$ cat config.mk
export PLATFORM = sky130hd
export DESIGN_NAME = qphs_ctrl
export DESIGN_NICKNAME = d
export VERILOG_FILES = /design/src/design/qphs_pkg.sv /design/src/design/qphs_ctrl.sv
export SDC_FILE = /design/constraint.sdc
export NUM_CORES = 1
export LEC_CHECK = 0
export BUFFER_PORTS_ARGS = -buffer_cell sky130_fd_sc_hd__buf_2
export CELL_PAD_IN_SITES_DETAIL_PLACEMENT = 2
export CELL_PAD_IN_SITES_GLOBAL_PLACEMENT = 2
export CORE_MARGIN = 2
export CORE_UTILIZATION = 19
export DETAILED_ROUTE_END_ITERATION = 6
export GPL_ROUTABILITY_DRIVEN = 0
export PLACE_DENSITY = 0.76
export SLEW_MARGIN = 30
export SYNTH_ARGS = -nofsm -noshare
export SYNTH_HDL_FRONTEND = slang
export SYNTH_SLANG_ARGS = --single-unit
$ cat constraint.sdc
create_clock -name i_clk -period 1.1 [get_ports i_clk]
set_input_delay 0.11 -clock i_clk [delete_from_list [all_inputs] [get_ports i_clk]]
set_output_delay 0.11 -clock i_clk [all_outputs]
set_load 0.01 [all_outputs]
$ cat src/design/qphs_pkg.sv
// Shared types and constants for the quadratic-probing hash set.
package qphs_pkg;

    localparam int CFG_W  = 11;
    localparam int STAT_W = 3;
    localparam int SLOT_W = 10;
    localparam int CNT_W  = 11;

    localparam logic [STAT_W-1:0] ST_INSERTED  = 3'd0;
    localparam logic [STAT_W-1:0] ST_DUPLICATE = 3'd1;
    localparam logic [STAT_W-1:0] ST_FULL      = 3'd2;
    localparam logic [STAT_W-1:0] ST_FOUND     = 3'd3;
    localparam logic [STAT_W-1:0] ST_ABSENT    = 3'd4;

    localparam logic CFG_TABLE_SIZE = 1'b0;
    localparam logic CFG_LOAD_LIMIT = 1'b1;

    localparam logic [CFG_W-1:0] TABLE_SIZE_RESET = 11'd1021;
    localparam logic [CFG_W-1:0] LOAD_LIMIT_RESET = 11'd512;
    localparam logic [CNT_W-1:0] COUNT_MAX        = 11'd2047;

    // Commands from the controller to the datapath.
    typedef struct packed {
        logic load;      // capture request, start the modulo
        logic mod_step;  // one restoring-division step
        logic cmp;       // evaluate read data, advance probe
        logic wr;        // write key into current slot
        logic clr;       // clearing pass write
        logic fin;       // build result
    } t_cmd;

    // Status from the datapath to the controller.
    typedef struct packed {
        logic key_zero;
        logic mod_done;
        logic hit_end;   // probe loop terminates
        logic do_write;  // termination is an insert into an empty slot
        logic clr_done;
    } t_sts;

endpackage

$ cat src/design/qphs_ctrl.sv
// Controller state machine of the hash set.
module qphs_ctrl (
    input  logic            i_clk,
    input  logic            i_rst_n,
    input  logic            i_in_valid,
    output logic            o_in_stall,
    output logic            o_out_valid,
    input  logic            i_out_stall,
    input  qphs_pkg::t_sts  i_sts,
    output qphs_pkg::t_cmd  o_cmd
);
    typedef enum logic [2:0] {
        S_CLEAR, S_IDLE, S_MOD, S_READ, S_WAIT, S_CMP, S_WRITE, S_OUT
    } t_state;

    t_state r_state, n_state;
    logic   r_out_valid, n_out_valid;

    always_comb begin
        n_state     = r_state;
        n_out_valid = r_out_valid;
        o_cmd       = '0;
        if (r_out_valid && !i_out_stall) begin
            n_out_valid = 1'b0;
        end
        case (r_state)
            S_CLEAR: begin
                o_cmd.clr = 1'b1;
                if (i_sts.clr_done) begin
                    n_state = S_IDLE;
                end
            end
            S_IDLE: begin
                if (i_in_valid) begin
                    o_cmd.load = 1'b1;
                    n_state = S_MOD;
                end
            end
            S_MOD: begin
                if (i_sts.key_zero) begin
                    n_state = S_OUT;
                end else if (i_sts.mod_done) begin
                    n_state = S_READ;
                end else begin
                    o_cmd.mod_step = 1'b1;
                end
            end
            S_READ: begin
                n_state = S_WAIT;
            end
            S_WAIT: begin
                n_state = S_CMP;
            end
            S_CMP: begin
                o_cmd.cmp = 1'b1;
                if (i_sts.hit_end) begin
                    n_state = i_sts.do_write ? S_WRITE : S_OUT;
                end else begin
                    n_state = S_READ;
                end
            end
            S_WRITE: begin
                o_cmd.wr = 1'b1;
                n_state  = S_OUT;
            end
            S_OUT: begin
                if (!r_out_valid || !i_out_stall) begin
                    o_cmd.fin   = 1'b1;
                    n_out_valid = 1'b1;
                    n_state     = S_IDLE;
                end
            end
            default: n_state = S_IDLE;
        endcase
    end

    always_ff @(posedge i_clk) begin
        if (!i_rst_n) begin
            r_state     <= S_CLEAR;
            r_out_valid <= 1'b0;
        end else begin
            r_state     <= n_state;
            r_out_valid <= n_out_valid;
        end
    end

    assign o_in_stall  = (r_state != S_IDLE);
    assign o_out_valid = r_out_valid;
endmodule

## After elaboration in Yosys (flattened, before gate mapping)

Cells that the tools add are included.

| storage, ports and cells | value |
|---|---|
| register bits after elaboration | 4 |
| bits in latches | 0 |
| memory bits (writable) | 0 |
| ROM bits | 0 |
| input port bits | 9 |
| word-level logic and storage cells | 41 |
| memories kept | 0 |

| cells by class | value |
|---|---|
| $add $sub $neg | 0 |
| multipliers | 0 |
| divide/modulo/power cells | 0 |
| $lt $le $gt $ge | 0 |
| eq/ne operators | 12 |
| shift-type cells | 0 |
| muxes and demuxes | 21 |
| bitwise operators | 0 |
| reduce and logical (&&, ||, !) cells | 6 |

Operators with widths:

| kind | number |
|---|---|
| $pmux W3 S8 | 1 |
| $mux W3 | 6 |
| $mux W1 | 14 |
| $eq A3 B3 Y1 const B | 4 |
| $eq A3 B2 Y1 const B | 2 |
| $ne A2 B2 Y1 const B | 3 |
| $reduce_and A4 Y1 | 1 |
| $eq A3 B1 Y1 const B | 1 |
| $logic_not A3 Y1 | 1 |
| $ne A3 B1 Y1 const B | 1 |
| $ne A3 B3 Y1 const B | 1 |
| $logic_not A1 Y1 | 2 |
| $logic_and A1 B1 Y1 | 1 |
| $logic_or A1 B1 Y1 | 1 |

## Depth between registers and ports, before layout

| depth | value |
|---|---|
| word-level depth | 5 |
| gate-level depth with buffers | 4 |

## Worst setup path before layout

Ideal clock, no wire load.

| path | value |
|---|---|
| path type | reg-to-reg |
| start | reg r_state[0] |
| end | reg r_state[0] |
| library setup time | 0.136 ns |
| arrival time | 0.845 ns |
| required time | 0.964 ns |
| setup slack | 0.119 ns |
| stages on the path, launching flop included | 3 |
| buffers on the path | 0 |
| period minus slack after synthesis | 0.981 ns |
| cells stage by stage | dfxtp_1 -> nor4_2 -> nor3_1 |

| on the way | value |
|---|---|
| cells in the longest elaborated chain, start to end | 3 |
| elaborated cells on any way between the ends | 14 |
| classes of those cells | eq/ne: 11; mux: 1; reduce/logical: 2 |

RTL lines:

| item | RTL line | source |
|---|---|---|
| start: declaration | qphs_ctrl.sv:16 | `t_state r_state, n_state;` |
| start signal: assignment | qphs_ctrl.sv:82 | `r_state <= n_state;` |
| $eq A3 B2 Y1, or another cell as far along | qphs_ctrl.sv:26 | `case (r_state)` |
| $ne A3 B3 Y1 (no source line) or $ne A2 B2 Y1 (tied branches) | n/a |  |
| $reduce_and A4 Y1 (no source line) | n/a |  |

Several ways; a longest one is shown, not always the timed one.
A chain may end at the register's enable or synchronous reset.

==> impl_metrics.py <==
metrics = {
    "drt": {
        "first_pass_iters": 3,
        "vias": 424,
        "ant_nets": 0,
        "wl_per_cell_um": 15.84,
        "drt_iter0_drc": 4,
        "via_per_inst": 4.988,
        "drc_errors": 0,
        "wl_um": 1346,
    },
    "place": {
        "port_buffers": 16,
        "placed_area_um2": 397.9,
        "dpl.hpwl_um": 681.8,
    },
    "pwr": {
        "power_density_nw_per_um2": 1109,
        "vdd_drop_max_uv": 404.1,
        "total_leakage_power_nw": 0.2711,
    },
    "synthesis": {
        "ys_seq_area_frac": 0.2759,
        "synth_edf_count": 0,
        "yosys_warnings": 0,
        "synth_area_um2": 290.3,
        "synth_compound_area_frac": 0.2802,
        "synthArstFlopShare": 0,
        "synth_cell_types": 21,
        "synth_top_family_by_area": "simple AND/OR/NAND/NOR gates",
        "synth_area_leader_cell": "dfxtp_1",
        "post-synth-top-count-cell": "nand2_1",
        "syn_inst": 37,
        "synthAdderAreaFrac": 0,
        "syn_area_per_cell_um2": 7.845,
        "yosys-top-cells-area": "dfxtp_1 (28%), buf_6 (7.8%), nand2_1 (6.5%)",
        "synthSimpleGateAreaFrac": 0.3276,
        "synth_xor_xnor_area_share": 0,
        "synth_common_cells": "nand2_1 (5), dfxtp_1 (4), nor2_1 (4)",
        "synth_seq_cells": 4,
        "muxShareOfSynthArea": 0,
        "synth_ff_type": "dfxtp_1",
        "synth_nets": 46,
        "synth_top_area_frac": 0.2759,
    },
    "min_path": {
        "worstHoldStart": "i_rst_n",
        "hold_class": "in -> reg",
    },
    "sta": {
        "hold_viol_final": 0,
        "max_freq_mhz": 824.8,
        "finalSetupViolCount": 8,
        "slew_violations": 0,
        "min_period_ps": 1212,
        "max_slew_margin": 0.8432,
        "setup-tns-final_ps": -471.4,
        "skew_ps": 0.7677,
        "worst_pin_slew_ps": 233.5,
        "worst_slack_ps": -112.4,
        "rsz0062_at_grt": "yes",
        "finalCritPeriodShare": 1.102,
    },
    "grt": {
        "grt_first_pass_wirelength_um": 1828,
        "antenna_found_initial": 0,
        "gr-total-overflow": 0,
        "grt_start_max_net_pins": 14,
        "grt_util_all_layers": 0.1400,
        "grt_pass1_vias": 421,
    },
    "critical_path": {
        "end_kind": "primary output",
        "worstPathMaxFanout": 8,
        "cp.required_ps": 990,
        "startpoint": "r_state[0]",
        "critical_path_class": "reg -> out",
        "critPathArrivalTime_ps": 1100,
        "critPathLaunchType": "register",
        "r2r_start": "r_state[1]",
    },
    "floorplan": {
        "start_util": 0.1973,
        "floorplan.die_area_um2": 1856,
        "placeableCoreArea_um2": 1471,
        "die_w_um": 43.09,
        "die_h_um": 43.09,
        "num_rows": 14,
        "pin_count": 17,
    },
    "clock_tree": {
        "path_clk_slew_ps": 40,
        "htree_levels": 1,
        "cts_buffer_depth": 2,
        "cts-root-buf": "clkbuf_4",
        "hold_buffers": 0,
        "clock_latency_ps": 240,
        "cts_tree": "built",
        "cts_sinks": 4,
        "cts-buffers-inserted": 3,
    },
    "outcome": {
        "status": "complete, but fails checks",
        "violations": "negative setup slack",
    },
    "flow_run": {
        "cap_violations": 0,
    },
    "cells_and_area": {
        "drive_above_1_share": 0.7246,
        "design_area_um2": 593.1,
        "syn_to_final_growth_pct": 104.3,
        "nets": 80,
        "antenna_cells": 0,
    },
}
## metrics by stage
step	std cells	total power [mW]	hold WS (ps)	setup slack, ps	util
after floorplan	37	0.2871	218.3	119.0	-
after global placement	71	0.3443	379.6	-4.741	0.2704
after detailed placement	71	0.3509	373.5	-63.35	0.2704
after CTS	79	0.5986	108.3	-168.3	0.3410
after global routing	85	0.7063	131.9	-169.7	0.4031
final	85	0.6574	130.6	-112.4	0.4031
## worst paths after layout
check / endpoint / slack (ps) / depth (start not counted)
max: o_cmd[4] / -110 / 2
min: r_state[0] / 130 / 3
max reg2reg: r_state[0] / -50 / 4
min reg2reg: o_out_valid / 560 / 2
## kinds of logic after synthesis
group	after synthesis
AND/OR/NAND/NOR	18
AO/OA/AOI/OAI	11
flip-flops	4
buffers and inverters	4
## what timing repair did
action,in CTS,in global routing
pin swaps,1,3
endpoints found under the setup margin,9,10
setup buffers,5,7
gates resized for setup,12,13
## critical path, cell delays in order (launching register included)
cell	delay, ps
dfxtp_4	380
nor4_4	310
buf_2	180
## registers in the layout, indices dropped and copies added (netlist names)
name,cells
o_out_valid,1
r_state,3
## power breakdown
part	leakage [nW]	internal [mW]	total (mW)	switching [mW]
clock	0.0138	0.122	0.186	0.0633
combinational	0.223	0.153	0.270	0.118
sequential	0.0348	0.162	0.202	0.0393
total	0.271	0.437	0.657	0.220
## cells in the final DEF, fill, tap and decap left out, drive strengths merged
cell and instances:
and3 1, nand3b 1, buf 32, o22ai 2, a21boi 2, nor3b 1, nand3 2, o41ai 1
o31ai 1, nand2 5, o21ai 1, nor3 2, o21a 2, a21oi 2, inv 1, clkbuf 3
dfxtp 4, nor4 1, nor2 4, nand2b 1
## area by class of cell
cell class	count	area (µm²)
clock buffers	3	22.52
multi-input cells	29	236.5
well taps	16	20.02
inverters	1	3.754
flip-flops and latches	4	91.34
fillers	176	878.3
repair buffers	32	219.0
## per-layer routing
layer	global-route usage	vias to the layer above	wire length [µm]
li1	-	199	-
met1	0.1480	211	541
met2	0.2299	9	727
met3	0.02553	5	36
met4	0.1273	0	41
met5	0	-	0
Note: power is estimated with default switching activity, not from simulation.
